**config.mk**
```make
export PLATFORM = sky130hd
export DESIGN_NAME = sobel_edge_threshold
export DESIGN_NICKNAME = d
export VERILOG_FILES = /design/src/hw/rtl/set_pkg.sv /design/src/hw/rtl/set_ram.sv /design/src/hw/rtl/set_queue.sv /design/src/hw/rtl/set_front.sv /design/src/hw/rtl/set_back.sv /design/src/hw/rtl/sobel_edge_threshold.sv
export VERILOG_INCLUDE_DIRS = /design/src /design/src/hw/rtl
export SDC_FILE = /design/constraint.sdc
export NUM_CORES = 2
export LEC_CHECK = 0
export BUFFER_PORTS_ARGS = -buffer_cell sky130_fd_sc_hd__buf_2
export CAP_MARGIN = 0
export CORE_MARGIN = 3
export CORE_UTILIZATION = 57
export CTS_CLUSTER_SIZE = 20
export DETAILED_ROUTE_END_ITERATION = 7
export HOLD_SLACK_MARGIN = 0.12
export PLACE_DENSITY = 0.79
export SLEW_MARGIN = 20
export SYNTH_ARGS = -nofsm -noshare
export SYNTH_HDL_FRONTEND = slang
export SYNTH_SLANG_ARGS = --single-unit
```
**constraint.sdc**
```tcl
create_clock -name clock -period 8.2 [get_ports clock]
set_clock_uncertainty 0.05 [all_clocks]
set_input_delay 1.64 -clock clock [delete_from_list [all_inputs] [get_ports clock]]
set_output_delay 1.64 -clock clock [all_outputs]
set_load 0.005 [all_outputs]
```
**src/hw/rtl/assert_macros.svh**
```systemverilog
// Assertion helpers shared by the RTL files.
`ifndef ASSERT_MACROS_SVH
`define ASSERT_MACROS_SVH

// Property that must hold at every clock edge outside reset.
`define SET_ASSERT(lbl, clk, rst, prop) \
   lbl: assert property (@(posedge clk) disable iff (rst) (prop)) \
      else $error("assertion failed");

// Condition in one cycle implies a consequence in the next cycle.
`define SET_ASSERT_NEXT(lbl, clk, rst, pre, post) \
   lbl: assert property (@(posedge clk) disable iff (rst) (pre) |=> (post)) \
      else $error("assertion failed");

`endif

```
**src/hw/rtl/set_pkg.sv**
```systemverilog
`default_nettype none

package set_pkg;

   localparam int MAX_COLS = 128;
   localparam int MAX_ROWS = 128;
   localparam int COL_W    = $clog2(MAX_COLS);
   localparam int ROW_W    = $clog2(MAX_ROWS);
   localparam int SIZE_W   = 8;
   localparam int PIX_W    = 8;
   localparam int THR_W    = 11;
   localparam int THR2_W   = 2 * THR_W;
   localparam int GRAD_W   = 10;
   localparam int SQ_W     = 2 * GRAD_W;

   localparam int QUEUE_DEPTH = 4;
   localparam int QPTR_W      = $clog2(QUEUE_DEPTH);
   localparam int QCNT_W      = $clog2(QUEUE_DEPTH + 1);

   localparam logic [THR_W-1:0]  THR_RESET  = THR_W'(100);
   localparam logic [SIZE_W-1:0] COLS_RESET = SIZE_W'(120);
   localparam logic [SIZE_W-1:0] ROWS_RESET = SIZE_W'(120);
   localparam logic [SIZE_W-1:0] SIZE_MIN   = SIZE_W'(3);

   typedef enum logic [1:0] {
      REG_EDGE_THRESHOLD,
      REG_IMAGE_COLS,
      REG_IMAGE_ROWS
   } reg_index_type;

   // Window pixels, indexed [row][col]; row 0 is the oldest line.
   typedef logic [2:0][2:0][PIX_W-1:0] win_type;

   typedef struct packed {
      logic [SIZE_W-1:0] cols;
      logic [SIZE_W-1:0] rows;
   } size_cfg_type;

   typedef struct packed {
      win_type          win;
      logic [ROW_W-1:0] row;
      logic [COL_W-1:0] col;
      logic             last;
   } queue_entry_type;

endpackage

`default_nettype wire

```
**src/hw/rtl/set_ram.sv**
```systemverilog
`default_nettype none

module set_ram #(
   parameter int WIDTH = 8,
   parameter int DEPTH = 128
) (
   input  wire logic                     clock,
   input  wire logic                     wr_en,
   input  wire logic [$clog2(DEPTH)-1:0] wr_addr,
   input  wire logic [WIDTH-1:0]         wr_data,
   input  wire logic [$clog2(DEPTH)-1:0] rd_addr,
   output logic      [WIDTH-1:0]         rd_data
);

   logic [WIDTH-1:0] mem_ff [DEPTH];

   always_ff @(posedge clock) begin
      if (wr_en) begin
         mem_ff[wr_addr] <= wr_data;
      end
      rd_data <= mem_ff[rd_addr];
   end

endmodule

`default_nettype wire

```
**src/hw/rtl/set_queue.sv**
```systemverilog
`default_nettype none
`include "assert_macros.svh"

module set_queue (
   input  wire logic                     clock,
   input  wire logic                     reset,
   input  wire logic                     push,
   input  wire set_pkg::queue_entry_type push_entry,
   input  wire logic                     pop,
   output set_pkg::queue_entry_type      head,
   output logic                          empty,
   output logic [set_pkg::QCNT_W-1:0]    count
);

   set_pkg::queue_entry_type          entries_ff [set_pkg::QUEUE_DEPTH];
   logic [set_pkg::QPTR_W-1:0]        wr_ptr_ff, wr_ptr_in;
   logic [set_pkg::QPTR_W-1:0]        rd_ptr_ff, rd_ptr_in;
   logic [set_pkg::QCNT_W-1:0]        count_ff, count_in;

   function automatic logic [set_pkg::QPTR_W-1:0] next_ptr(
      input logic [set_pkg::QPTR_W-1:0] ptr
   );
      logic [set_pkg::QPTR_W-1:0] res;
      if (ptr == set_pkg::QPTR_W'(set_pkg::QUEUE_DEPTH - 1)) begin
         res = '0;
      end else begin
         res = ptr + 1'b1;
      end
      return res;
   endfunction

   always_comb begin
      wr_ptr_in = push ? next_ptr(wr_ptr_ff) : wr_ptr_ff;
      rd_ptr_in = pop  ? next_ptr(rd_ptr_ff) : rd_ptr_ff;
      count_in  = count_ff;
      if (push && !pop) begin
         count_in = count_ff + 1'b1;
      end else if (pop && !push) begin
         count_in = count_ff - 1'b1;
      end
   end

   always_ff @(posedge clock) begin
      if (reset) begin
         wr_ptr_ff <= '0;
         rd_ptr_ff <= '0;
         count_ff  <= '0;
      end else begin
         wr_ptr_ff <= wr_ptr_in;
         rd_ptr_ff <= rd_ptr_in;
         count_ff  <= count_in;
      end
   end

   always_ff @(posedge clock) begin
      if (push) begin
         entries_ff[wr_ptr_ff] <= push_entry;
      end
   end

   assign head  = entries_ff[rd_ptr_ff];
   assign empty = (count_ff == '0);
   assign count = count_ff;

   `SET_ASSERT(a_no_overflow, clock, reset,
      !(push && !pop && count_ff == set_pkg::QCNT_W'(set_pkg::QUEUE_DEPTH)))
   `SET_ASSERT(a_no_underflow, clock, reset, !(pop && count_ff == '0))

endmodule

`default_nettype wire

```
**src/hw/rtl/set_front.sv**
```systemverilog
`default_nettype none
`include "assert_macros.svh"

module set_front (
   input  wire logic                      clock,
   input  wire logic                      reset,
   input  wire logic                      req_tvalid,
   output logic                           req_tready,
   input  wire logic [set_pkg::PIX_W-1:0] req_tdata,
   input  wire logic                      req_tuser,
   input  wire set_pkg::size_cfg_type     cfg,
   input  wire logic [set_pkg::QCNT_W-1:0] q_count,
   output logic                           q_push,
   output set_pkg::queue_entry_type       q_entry
);

   localparam int COL_W  = set_pkg::COL_W;
   localparam int ROW_W  = set_pkg::ROW_W;
   localparam int SIZE_W = set_pkg::SIZE_W;
   localparam int PIX_W  = set_pkg::PIX_W;

   logic accept;

   // position counters
   logic [ROW_W-1:0]  row_ff, row_in;
   logic [COL_W-1:0]  col_ff, col_in;
   logic [ROW_W-1:0]  row0, row_cur;
   logic [COL_W-1:0]  col0, col_cur;
   logic              wrap_col;
   logic [SIZE_W-1:0] row_step, col_next, row_next;

   // line-store stage
   logic              s1_valid_ff;
   logic              s1_produce_ff, s1_produce_in;
   logic              s1_last_ff, s1_last_in;
   logic              s1_hazard_ff, s1_hazard_in;
   logic [PIX_W-1:0]  s1_pix_ff;
   logic [ROW_W-1:0]  s1_row_ff;
   logic [COL_W-1:0]  s1_col_ff;
   logic [PIX_W-1:0]  up_rd, mid_rd, up_eff, mid_eff;
   logic [PIX_W-1:0]  fwd_up_ff, fwd_mid_ff;
   set_pkg::win_type  win_ff, win_in;

   assign accept = req_tvalid && req_tready;

   always_comb begin
      row0     = req_tuser ? '0 : row_ff;
      col0     = req_tuser ? '0 : col_ff;
      wrap_col = ({1'b0, col0} >= cfg.cols);
      col_cur  = wrap_col ? '0 : col0;
      row_step = wrap_col ? ({1'b0, row0} + 1'b1) : {1'b0, row0};
      row_cur  = (row_step >= cfg.rows) ? '0 : row_step[ROW_W-1:0];

      col_next = {1'b0, col_cur} + 1'b1;
      row_next = {1'b0, row_cur} + 1'b1;
      if (col_next >= cfg.cols) begin
         col_in = '0;
         row_in = (row_next >= cfg.rows) ? '0 : row_next[ROW_W-1:0];
      end else begin
         col_in = col_next[COL_W-1:0];
         row_in = row_cur;
      end

      s1_produce_in = (row_cur >= ROW_W'(2)) && (col_cur >= COL_W'(2));
      s1_last_in    = ({1'b0, row_cur} == cfg.rows - 1'b1)
                      && ({1'b0, col_cur} == cfg.cols - 1'b1);
      // the entry written this cycle is read back stale by the RAM
      s1_hazard_in  = s1_valid_ff && (s1_col_ff == col_cur);
   end

   always_ff @(posedge clock) begin
      if (reset) begin
         row_ff      <= '0;
         col_ff      <= '0;
         s1_valid_ff <= 1'b0;
         win_ff      <= '0;
      end else begin
         if (accept) begin
            row_ff <= row_in;
            col_ff <= col_in;
         end
         s1_valid_ff <= accept;
         if (s1_valid_ff) begin
            win_ff <= win_in;
         end
      end
   end

   always_ff @(posedge clock) begin
      if (accept) begin
         s1_pix_ff     <= req_tdata;
         s1_row_ff     <= row_cur;
         s1_col_ff     <= col_cur;
         s1_produce_ff <= s1_produce_in;
         s1_last_ff    <= s1_last_in;
         s1_hazard_ff  <= s1_hazard_in;
      end
      if (s1_valid_ff) begin
         fwd_up_ff  <= mid_eff;
         fwd_mid_ff <= s1_pix_ff;
      end
   end

   set_ram #(
      .WIDTH (PIX_W),
      .DEPTH (set_pkg::MAX_COLS)
   ) u_line_upper (
      .clock   (clock),
      .wr_en   (s1_valid_ff),
      .wr_addr (s1_col_ff),
      .wr_data (mid_eff),
      .rd_addr (col_cur),
      .rd_data (up_rd)
   );

   set_ram #(
      .WIDTH (PIX_W),
      .DEPTH (set_pkg::MAX_COLS)
   ) u_line_middle (
      .clock   (clock),
      .wr_en   (s1_valid_ff),
      .wr_addr (s1_col_ff),
      .wr_data (s1_pix_ff),
      .rd_addr (col_cur),
      .rd_data (mid_rd)
   );

   always_comb begin
      up_eff  = s1_hazard_ff ? fwd_up_ff  : up_rd;
      mid_eff = s1_hazard_ff ? fwd_mid_ff : mid_rd;
      for (int i = 0; i < 3; i++) begin
         win_in[i][0] = win_ff[i][1];
         win_in[i][1] = win_ff[i][2];
      end
      win_in[0][2] = up_eff;
      win_in[1][2] = mid_eff;
      win_in[2][2] = s1_pix_ff;
   end

   assign q_push        = s1_valid_ff && s1_produce_ff;
   assign q_entry.win   = win_in;
   assign q_entry.row   = s1_row_ff - 1'b1;
   assign q_entry.col   = s1_col_ff - 1'b1;
   assign q_entry.last  = s1_last_ff;

   // reserve a queue slot for the item still in the line-store stage
   assign req_tready = ({1'b0, q_count} + (set_pkg::QCNT_W + 1)'(q_push))
                       < (set_pkg::QCNT_W + 1)'(set_pkg::QUEUE_DEPTH);

   `SET_ASSERT_NEXT(a_accept_to_s1, clock, reset, accept, s1_valid_ff)
   `SET_ASSERT(a_push_from_interior, clock, reset,
      !q_push || (s1_row_ff >= ROW_W'(2) && s1_col_ff >= COL_W'(2)))

endmodule

`default_nettype wire

```
**src/hw/rtl/set_back.sv**
```systemverilog
`default_nettype none
`include "assert_macros.svh"

module set_back (
   input  wire logic                       clock,
   input  wire logic                       reset,
   input  wire logic [set_pkg::THR2_W-1:0] thr2,
   input  wire logic                       q_empty,
   input  wire set_pkg::queue_entry_type   q_head,
   output logic                            q_pop,
   output logic                            rsp_tvalid,
   input  wire logic                       rsp_tready,
   output logic [23:0]                     rsp_tdata,
   output logic                            rsp_tlast
);

   localparam int GRAD_W = set_pkg::GRAD_W;
   localparam int SQ_W   = set_pkg::SQ_W;
   localparam int PIX_W  = set_pkg::PIX_W;
   localparam int ROW_W  = set_pkg::ROW_W;
   localparam int COL_W  = set_pkg::COL_W;

   logic              adv;
   logic [GRAD_W-1:0] right, left, top, bot, ax_in, ay_in;

   logic              b1_valid_ff, b2_valid_ff, out_valid_ff;
   logic [GRAD_W-1:0] ax_ff, ay_ff;
   logic [SQ_W-1:0]   sqx_ff, sqy_ff;
   logic [SQ_W:0]     mag2;
   logic              is_edge_in;

   logic [ROW_W-1:0]  b1_row_ff, b2_row_ff, out_row_ff;
   logic [COL_W-1:0]  b1_col_ff, b2_col_ff, out_col_ff;
   logic [PIX_W-1:0]  b1_gray_ff, b2_gray_ff, out_gray_ff;
   logic              b1_last_ff, b2_last_ff, out_last_ff;
   logic              out_edge_ff;

   function automatic logic [GRAD_W-1:0] tap_sum(
      input logic [PIX_W-1:0] a,
      input logic [PIX_W-1:0] b,
      input logic [PIX_W-1:0] c
   );
      return GRAD_W'(a) + GRAD_W'({b, 1'b0}) + GRAD_W'(c);
   endfunction

   // advance the whole pipe whenever the output register frees up
   assign adv   = !out_valid_ff || rsp_tready;
   assign q_pop = adv && !q_empty;

   always_comb begin
      right = tap_sum(q_head.win[0][2], q_head.win[1][2], q_head.win[2][2]);
      left  = tap_sum(q_head.win[0][0], q_head.win[1][0], q_head.win[2][0]);
      top   = tap_sum(q_head.win[0][0], q_head.win[0][1], q_head.win[0][2]);
      bot   = tap_sum(q_head.win[2][0], q_head.win[2][1], q_head.win[2][2]);
      ax_in = (right > left) ? right - left : left - right;
      ay_in = (top > bot) ? top - bot : bot - top;
      mag2  = {1'b0, sqx_ff} + {1'b0, sqy_ff};
      is_edge_in = (set_pkg::THR2_W'(mag2) > thr2);
   end

   always_ff @(posedge clock) begin
      if (reset) begin
         b1_valid_ff  <= 1'b0;
         b2_valid_ff  <= 1'b0;
         out_valid_ff <= 1'b0;
      end else if (adv) begin
         b1_valid_ff  <= !q_empty;
         b2_valid_ff  <= b1_valid_ff;
         out_valid_ff <= b2_valid_ff;
      end
   end

   always_ff @(posedge clock) begin
      if (adv) begin
         ax_ff       <= ax_in;
         ay_ff       <= ay_in;
         b1_row_ff   <= q_head.row;
         b1_col_ff   <= q_head.col;
         b1_gray_ff  <= q_head.win[1][1];
         b1_last_ff  <= q_head.last;

         sqx_ff      <= ax_ff * ax_ff;
         sqy_ff      <= ay_ff * ay_ff;
         b2_row_ff   <= b1_row_ff;
         b2_col_ff   <= b1_col_ff;
         b2_gray_ff  <= b1_gray_ff;
         b2_last_ff  <= b1_last_ff;

         out_edge_ff <= is_edge_in;
         out_row_ff  <= b2_row_ff;
         out_col_ff  <= b2_col_ff;
         out_gray_ff <= b2_gray_ff;
         out_last_ff <= b2_last_ff;
      end
   end

   assign rsp_tvalid = out_valid_ff;
   assign rsp_tdata  = {1'b0, out_edge_ff, out_gray_ff, out_col_ff, out_row_ff};
   assign rsp_tlast  = out_last_ff;

   `SET_ASSERT_NEXT(a_pop_fills_b1, clock, reset, q_pop, b1_valid_ff)
   `SET_ASSERT_NEXT(a_stall_holds_pipe, clock, reset,
      out_valid_ff && !rsp_tready && b2_valid_ff, b2_valid_ff && out_valid_ff)

endmodule

`default_nettype wire

```
**src/hw/rtl/sobel_edge_threshold.sv**
```systemverilog
`default_nettype none

// Sobel 3x3 edge detector for a raster stream of 8-bit grey pixels of up to
// 128 x 128 (size set through image_cols / image_rows, clamped to 3..128).
// One pixel is taken per clock while req_tready is high; a result is produced
// for every interior centre pixel through the line-store stage, the queue and
// the b1, b2 and output registers; the rate is set by the single-port-per-side
// line-store RAMs, which are read and written once per pixel. A four-entry queue
// separates the window front end from the gradient and compare pipeline, so a
// stalled result side holds the pixel input only once the queue, counting the
// entry still on its way in, is full. is_edge is set when
// gx*gx + gy*gy > edge_threshold^2. A frame begins at any pixel with
// frame_start set, or after the last pixel of the previous frame. Change the
// registers only while no pixel is in flight; the first two rows after reset
// or after a size change produce no trustworthy output until the line stores
// have been filled.

module sobel_edge_threshold (
   input  wire logic        clock,
   input  wire logic        reset,
   // pixel input
   input  wire logic        req_tvalid,
   output logic             req_tready,
   input  wire logic [7:0]  req_tdata,   // [7:0] pixel_gray
   input  wire logic        req_tuser,   // [0] frame_start
   // edge result
   output logic             rsp_tvalid,
   input  wire logic        rsp_tready,
   // [6:0] center_row, [13:7] center_col, [21:14] center_gray, [22] is_edge
   output logic [23:0]      rsp_tdata,
   output logic             rsp_tlast,   // last_of_frame
   // configuration
   input  wire logic        csr_psel,
   input  wire logic        csr_penable,
   input  wire logic        csr_pwrite,
   input  wire logic [3:0]  csr_paddr,
   input  wire logic [31:0] csr_pwdata,
   output logic [31:0]      csr_prdata,
   output logic             csr_pready
);

   localparam int THR_W  = set_pkg::THR_W;
   localparam int THR2_W = set_pkg::THR2_W;
   localparam int SIZE_W = set_pkg::SIZE_W;

   logic                      csr_write;
   set_pkg::reg_index_type    reg_index;
   logic [THR_W-1:0]          thr_ff, thr_in;
   logic [THR2_W-1:0]         thr2_ff, thr2_in;
   logic [SIZE_W-1:0]         cols_ff, cols_in;
   logic [SIZE_W-1:0]         rows_ff, rows_in;
   set_pkg::size_cfg_type     size_cfg;

   logic                      q_push, q_pop, q_empty;
   set_pkg::queue_entry_type  q_entry, q_head;
   logic [set_pkg::QCNT_W-1:0] q_count;

   function automatic logic [SIZE_W-1:0] clamp_size(
      input logic [SIZE_W-1:0] v,
      input logic [SIZE_W-1:0] hi
   );
      logic [SIZE_W-1:0] res;
      if (v < set_pkg::SIZE_MIN) begin
         res = set_pkg::SIZE_MIN;
      end else if (v > hi) begin
         res = hi;
      end else begin
         res = v;
      end
      return res;
   endfunction

   assign csr_pready = 1'b1;
   assign csr_write  = csr_psel && csr_penable && csr_pwrite && csr_pready;
   assign reg_index  = set_pkg::reg_index_type'(csr_paddr[3:2]);

   always_comb begin
      thr_in  = thr_ff;
      cols_in = cols_ff;
      rows_in = rows_ff;
      if (csr_write) begin
         unique case (reg_index)
            set_pkg::REG_EDGE_THRESHOLD: thr_in  = csr_pwdata[THR_W-1:0];
            set_pkg::REG_IMAGE_COLS:     cols_in = csr_pwdata[SIZE_W-1:0];
            set_pkg::REG_IMAGE_ROWS:     rows_in = csr_pwdata[SIZE_W-1:0];
            default: ;
         endcase
      end
   end

   always_comb begin
      unique case (reg_index)
         set_pkg::REG_EDGE_THRESHOLD: csr_prdata = 32'(thr_ff);
         set_pkg::REG_IMAGE_COLS:     csr_prdata = 32'(cols_ff);
         set_pkg::REG_IMAGE_ROWS:     csr_prdata = 32'(rows_ff);
         default:                     csr_prdata = '0;
      endcase
   end

   // square the threshold into a register that follows the threshold register
   assign thr2_in = THR2_W'(thr_ff) * THR2_W'(thr_ff);

   always_ff @(posedge clock) begin
      if (reset) begin
         thr_ff  <= set_pkg::THR_RESET;
         thr2_ff <= THR2_W'(set_pkg::THR_RESET) * THR2_W'(set_pkg::THR_RESET);
         cols_ff <= set_pkg::COLS_RESET;
         rows_ff <= set_pkg::ROWS_RESET;
      end else begin
         thr_ff  <= thr_in;
         thr2_ff <= thr2_in;
         cols_ff <= cols_in;
         rows_ff <= rows_in;
      end
   end

   assign size_cfg.cols = clamp_size(cols_ff, SIZE_W'(set_pkg::MAX_COLS));
   assign size_cfg.rows = clamp_size(rows_ff, SIZE_W'(set_pkg::MAX_ROWS));

   set_front u_front (
      .clock      (clock),
      .reset      (reset),
      .req_tvalid (req_tvalid),
      .req_tready (req_tready),
      .req_tdata  (req_tdata),
      .req_tuser  (req_tuser),
      .cfg        (size_cfg),
      .q_count    (q_count),
      .q_push     (q_push),
      .q_entry    (q_entry)
   );

   set_queue u_queue (
      .clock      (clock),
      .reset      (reset),
      .push       (q_push),
      .push_entry (q_entry),
      .pop        (q_pop),
      .head       (q_head),
      .empty      (q_empty),
      .count      (q_count)
   );

   set_back u_back (
      .clock      (clock),
      .reset      (reset),
      .thr2       (thr2_ff),
      .q_empty    (q_empty),
      .q_head     (q_head),
      .q_pop      (q_pop),
      .rsp_tvalid (rsp_tvalid),
      .rsp_tready (rsp_tready),
      .rsp_tdata  (rsp_tdata),
      .rsp_tlast  (rsp_tlast)
   );

endmodule

`default_nettype wire

```
# Word level (Yosys, flattened, before mapping)
# Memories as Yosys holds them, arrays and structs flattened. A register that Yosys moved wholly into a read port is not among the register bits.
# Index checks and enable logic that the tools add are counted.
# Widths: inputs -> output; s select.
# totals
ff_bits	293
ramBits	2396
in_bits	52
elab_cells	144
mem_count	3
# classes
add_sub_neg	25
mul	3
n_lt_le_gt_ge	14
n_eq_ne	7
muxes	27
n_reduce_logical	21
# memory_table
memory	words	word_bits	read_ports	rd_ports_with_merged_regs	write_ports	line_no	text
u_front.u_line_middle.mem_ff	128	8	1	1	1	set_ram.sv:15	logic [WIDTH-1:0] mem_ff [DEPTH];
u_front.u_line_upper.mem_ff	128	8	1	1	1	set_ram.sv:15	
u_queue.entries_ff	4	87	1	1	1	set_queue.sv:15	set_pkg::queue_entry_type entries_ff [set_pkg::QUEUE_DEPTH];
# ops
operator	count
$mux 8	7
$mux 7	7
$add 10x8->10	4
$add 8x9->10	4
$mul 10x10->20	2
$sub 10x10->10	4
$pmux 11 s3	1
$add 7x1->8 const B	3
$ge 8x8->1	3
$gt 21x22->1	1
$mul 11x11->22	1
$add 20x20->21	1
$gt 10x10->1	2
$mux 10	2
$eq 7x8->1	2
$gt 8x8->1 const B	2
$lt 8x2->1 const B	2
$sub 8x1->8 const B	2
$ge 7x2->1 const B	2
$sub 7x1->7 const B	2
$logic_and 1x1->1	10
$ge 7x8->1	1
$mux 2	4
$eq 7x7->1	1
15 further kinds	27

# Logic depth before layout (Yosys ltp)
# logic_depth
ltp_word	11
ltp_mapped	37
mapped_depth_nobuf	30

# Hierarchy
# A second synthesis with hierarchy kept.
# unflattened
hier_cells	6365
area_unflattened_um2	117831.8
# modules_own_cells
mod	instances	cells_each	area_per_inst_um2	seq_area_each_um2
set_ram	2	1635	39665.5	30909.6
set_back	1	1395	14316.2	3903.7
set_queue	1	498	12987.5	10630.2
set_front	1	572	5781.8	2492.4
sobel_edge_threshold	1	630	5415.2	960.9

# Worst setup path before layout
# No wires, ideal clock.
# synth_path
path_kind	in2reg
from	in req_tuser
to	reg u_front.row_ff[4]
setup_ns	0.091
arrival_time_ns	8.358
t_required_ns	8.059
path_slack_ns	-0.299
stages	37
path_buffers	10
path_cell_list	clkbuf_1 nor2b_1 buf_2 inv_2 clkbuf_1 clkbuf_1 buf_1 clkbuf_1 ha_1 nor2b_1 a211o_1 o211ai_2 o21ai_4 buf_4 buf_2 buf_2 buf_2 nor2_1 nand3_1 nor2_1 ha_1 or3_1 o22ai_1 nor2b_1 inv_1 ha_1 inv_1 ha_1 a21o_1 a21o_1 a211oi_1 o21bai_1 a31oi_1 nand2b_1 inv_1 nand3b_1 a311oi_1
# synth_between
elab_chain_len	9
elab_cells_between_ends	14
# synth_rtl
element	line_no	text
from (decl)	sobel_edge_threshold.sv:25	input wire logic req_tuser,
$mux 7, on equally long branches	set_front.sv:47, set_front.sv:48	
$add 7x1->8 / $ge 7x8->1 (equally long branches)	set_front.sv:51, set_front.sv:49	
$mux 8 *	set_front.sv:51	row_step = wrap_col ? ({1'b0, row0} + 1'b1) : {1'b0, row0};
$ge 8x8->1	set_front.sv:52	row_cur = (row_step >= cfg.rows) ? '0 : row_step[ROW_W-1:0];
$mux 7 *	set_front.sv:52	
via u_front.row_cur[0]	set_front.sv:27	logic [ROW_W-1:0] row0, row_cur;
$add 7x1->8 *	set_front.sv:55	row_next = {1'b0, row_cur} + 1'b1;
$ge 8x8->1	set_front.sv:58	row_in = (row_next >= cfg.rows) ? '0 : row_next[ROW_W-1:0];
$mux 7 *	set_front.sv:58	
$mux 7 *	set_front.sv:56	if (col_next >= cfg.cols) begin
to (signal assigned)	set_front.sv:79	row_ff <= row_in;
to (decl)	set_front.sv:25	logic [ROW_W-1:0] row_ff, row_in;
# Mark *: on every way through the listed nets, which the timed path passes. The rest lies on a longest branch.
# A chain may end at the register's enable or synchronous reset.

# Worst setup path in the final report
# layout_path
from	in req_tuser
to	reg u_front.row_ff[3]
# layout_between
elab_chain_len	9
elab_cells_between_ends	14
# layout_rtl
element	line_no
$mux 7, on equally long branches	set_front.sv:47, set_front.sv:48
$add 7x1->8 / $ge 7x8->1 (equally long branches)	set_front.sv:51, set_front.sv:49
$mux 8	set_front.sv:51
$ge 8x8->1	set_front.sv:52
$mux 7	set_front.sv:52
$add 7x1->8	set_front.sv:55
$ge 8x8->1	set_front.sv:58
$mux 7	set_front.sv:58
$mux 7 *	set_front.sv:56
# Every way passes the cells marked *; elsewhere a longest branch is shown, timed or not.

==> run metrics <==
hold crit path type reg -> reg; Syn Area/Cell 14.7 sq um; Final Max Slew Viols 0; gp weighted congestion 0.981; post-synthesis cell count 7950; die height 459 um; Initial Util 0.575; initial antenna violation count 26; WL final 337000 um; CP Data Required Time 9.01 ns; DP HPWL 205000 um; synth top area cells edfxtp_1, fa_1, ha_1; post-CTS setup buffer count 0; RSZ-0062 raised after global routing no; Post-CTS Hold Buffers 0; Synth Flop Type edfxtp_1; clock-pin slew on the worst setup and hold paths 0.06 ns; Total Power 57200 uW; critical path peak fanout 8; Slew headroom 0.207; Setup TNS 0 ns; Yosys warnings 0; Boundary Pins 112; Port Buffers 65; number of synthesized flops with an enable pin 2565; fraction of layout cells with a size suffix above 1 0.121; register area share after synthesis 0.684; mapped cell area 0.117 sq mm; clk_lat worst skew 0.95 ns; post-synth top area share 0.660; fmax 0.146 GHz; Async S/R FF share, synth 0; min cycle time layout 6.84 ns; WP data arrival 7.65 ns; maximum VDD drop 1090 uV; crit path capture type flop; Clock Root Buffer clkbuf_16; Vias/cell 6.83; row cnt 165; CTS max path bufs 4; first-pass GRT wire length 489000 um; GRT Overall Usage 0.316; Critical Path Source Type input port; Setup CP Type in -> reg; most common cell after layout, fill and taps aside edfxtp_1; Die Footprint 0.210 sq mm; Tightest Pin Transition 1.16 ns; Wirelength per Cell 30.4 um; htree depth 5; vias in the first global route 74757; status completed; Nets 8741; antenna viol nets, final 0; Synth cell types 90; fin crit share 0.835; P per Cell Area 439 mW/mm^2; # setup viols final 0; CTS tree yes; TritonCTS Sinks 2704; Core Region 0.203 sq mm; post-CTS sizing 0; leak pwr 0.0456 uW; pre-CTS setup slack 0.447 ns; Synth-to-Final Area Change 11.6%; cell accounting for the most synthesized area edfxtp_1; TritonCTS Buffers 285; most frequent cells in the layout edfxtp_1, nand2_1, a21oi_1; Setup WS post-layout 1.36 ns; First-pass DRT Iterations 7; GRT overflow 0; max-cap violations 0; final hold vios 0; Remaining DRCs 0; largest net degree at the start of global routing 138; Initial DRC Count 12370; FF+latch count, synth 2704; via count 75646; chip width 459 um
per-stage QoR:
| step | hold slack (ns) | util | cells | area (sq um) |
|---|---|---|---|---|
| 2_1_floorplan | 0.350 | - | 7971 | 117000 |
| 3_3_place_gp | 0.351 | 0.599 | 10578 | 122000 |
| 3_5_place_dp | 0.355 | 0.599 | 10578 | 122000 |
| 4_1_cts | 0.368 | 0.642 | 11068 | 130000 |
| 5_1_grt | 0.374 | 0.642 | 11070 | 130000 |
| 6_report | 0.368 | 0.642 | 11081 | 130000 |
flip-flops by register name, summed over array words and instances (netlist names), 11 cells and up, named ones only:
name,count
u_front.u_line_middle.mem_ff,1024
u_front.u_line_upper.mem_ff,1024
u_queue.entries_ff,348
u_front.q_entry,48
thr2_ff,21
u_back.sqx_ff,19
u_back.sqy_ff,19
thr_ff,11
cells in the mapped netlist, types with 26 or more instances:
master / number
and2_1: 96
nand2_1: 781
nand3_1: 136
a211o_1: 27
buf_1: 86
a31oi_1: 76
fa_1: 192
o211ai_1: 55
o22ai_1: 108
a211oi_1: 79
clkbuf_1: 203
edfxtp_1: 2565
o21ai_0: 203
mux4_2: 123
a221oi_1: 88
a22oi_1: 123
nor3_1: 85
buf_4: 31
nand4_1: 29
buf_2: 146
xnor2_1: 104
nor2_1: 384
ha_1: 303
a221o_1: 26
inv_1: 337
o221ai_1: 171
nor2b_1: 40
mux2i_1: 214
a21oi_1: 423
xor2_1: 51
and3_1: 65
dfxtp_1: 139
nand2b_1: 27
mux2_2: 34
a21o_1: 42
routing by layer:
metal  wire [um]  GRT usage  part of all wire  up-vias
met5          43          0           0.00013        -
met2      153000      0.485              0.45     6250
li1            -          -                 -    30950
met4       21800      0.175             0.065        6
met3       48900     0.0990              0.15     1271
met1      113000      0.402              0.34    37169
power by group:
part | internal, uW | leakage, uW | total (uW) | switching (uW)
logic | 11600 | 0.0169 | 27100 | 15500
registers | 17400 | 0.0245 | 17900 | 449
clock network | 7080 | 0.00427 | 12200 | 5160
worst max-delay path, cell delays in order:
cell and delay (ns):
buf_2 0.22, nand2b_1 0.18, clkinv_1 0.10, ha_1 0.31
a211oi_1 0.07, nor3_1 0.32, a41o_1 0.31, o21ai_4 0.12
nor4b_1 0.44, mux2_2 0.44, ha_1 0.32, and3_1 0.17
a21oi_1 0.11, o21ai_0 0.11, o22ai_1 0.16, buf_4 0.17
nand2_1 0.13, buf_4 0.17, nor3b_1 0.35, mux2i_1 0.31
ha_1 0.27, a211oi_1 0.23, o21bai_1 0.11, a31oi_1 0.30
nand2b_1 0.12, inv_1 0.13, a221oi_1 0.10, nor3_1 0.20
logic make-up after synthesis:
| logic type | share of synthesized area |
|---|---|
| flip-flops | 0.684 |
| AND/OR/NAND/NOR | 0.0664 |
| AO/OA/AOI/OAI | 0.0986 |
| buffers and inverters | 0.0291 |
| adder cells (fa/ha/maj) | 0.0654 |
| multiplexers | 0.0454 |
| XOR/XNOR | 0.0116 |
| other | 0.0000643 |
layout make-up:
| class | instances | area, sq um |
|---|---|---|
| sequential | 2704 | 79800 |
| clock buffer | 351 | 7650 |
| clock inverter | 139 | 1070 |
| fill | 13440 | 72600 |
| inverter | 350 | 1350 |
| multi-input combinational | 4448 | 33900 |
| timing repair buffer | 405 | 3170 |
| tap | 2672 | 3340 |
| antenna | 12 | 30.0 |
final timing paths:
kind                  startpoint              endpoint  slack (ns)  depth (start not counted)
min reg2reg  u_back.b2_row_ff[3]  u_back.out_row_ff[3]        0.37                          0
max reg2reg                 flop       u_back.ax_ff[9]        1.37                         21
max                    req_tuser     u_front.row_ff[3]        1.36                         28
min          u_back.b2_row_ff[3]  u_back.out_row_ff[3]        0.37                          0
Note: power is estimated with default switching activity, not from simulation.
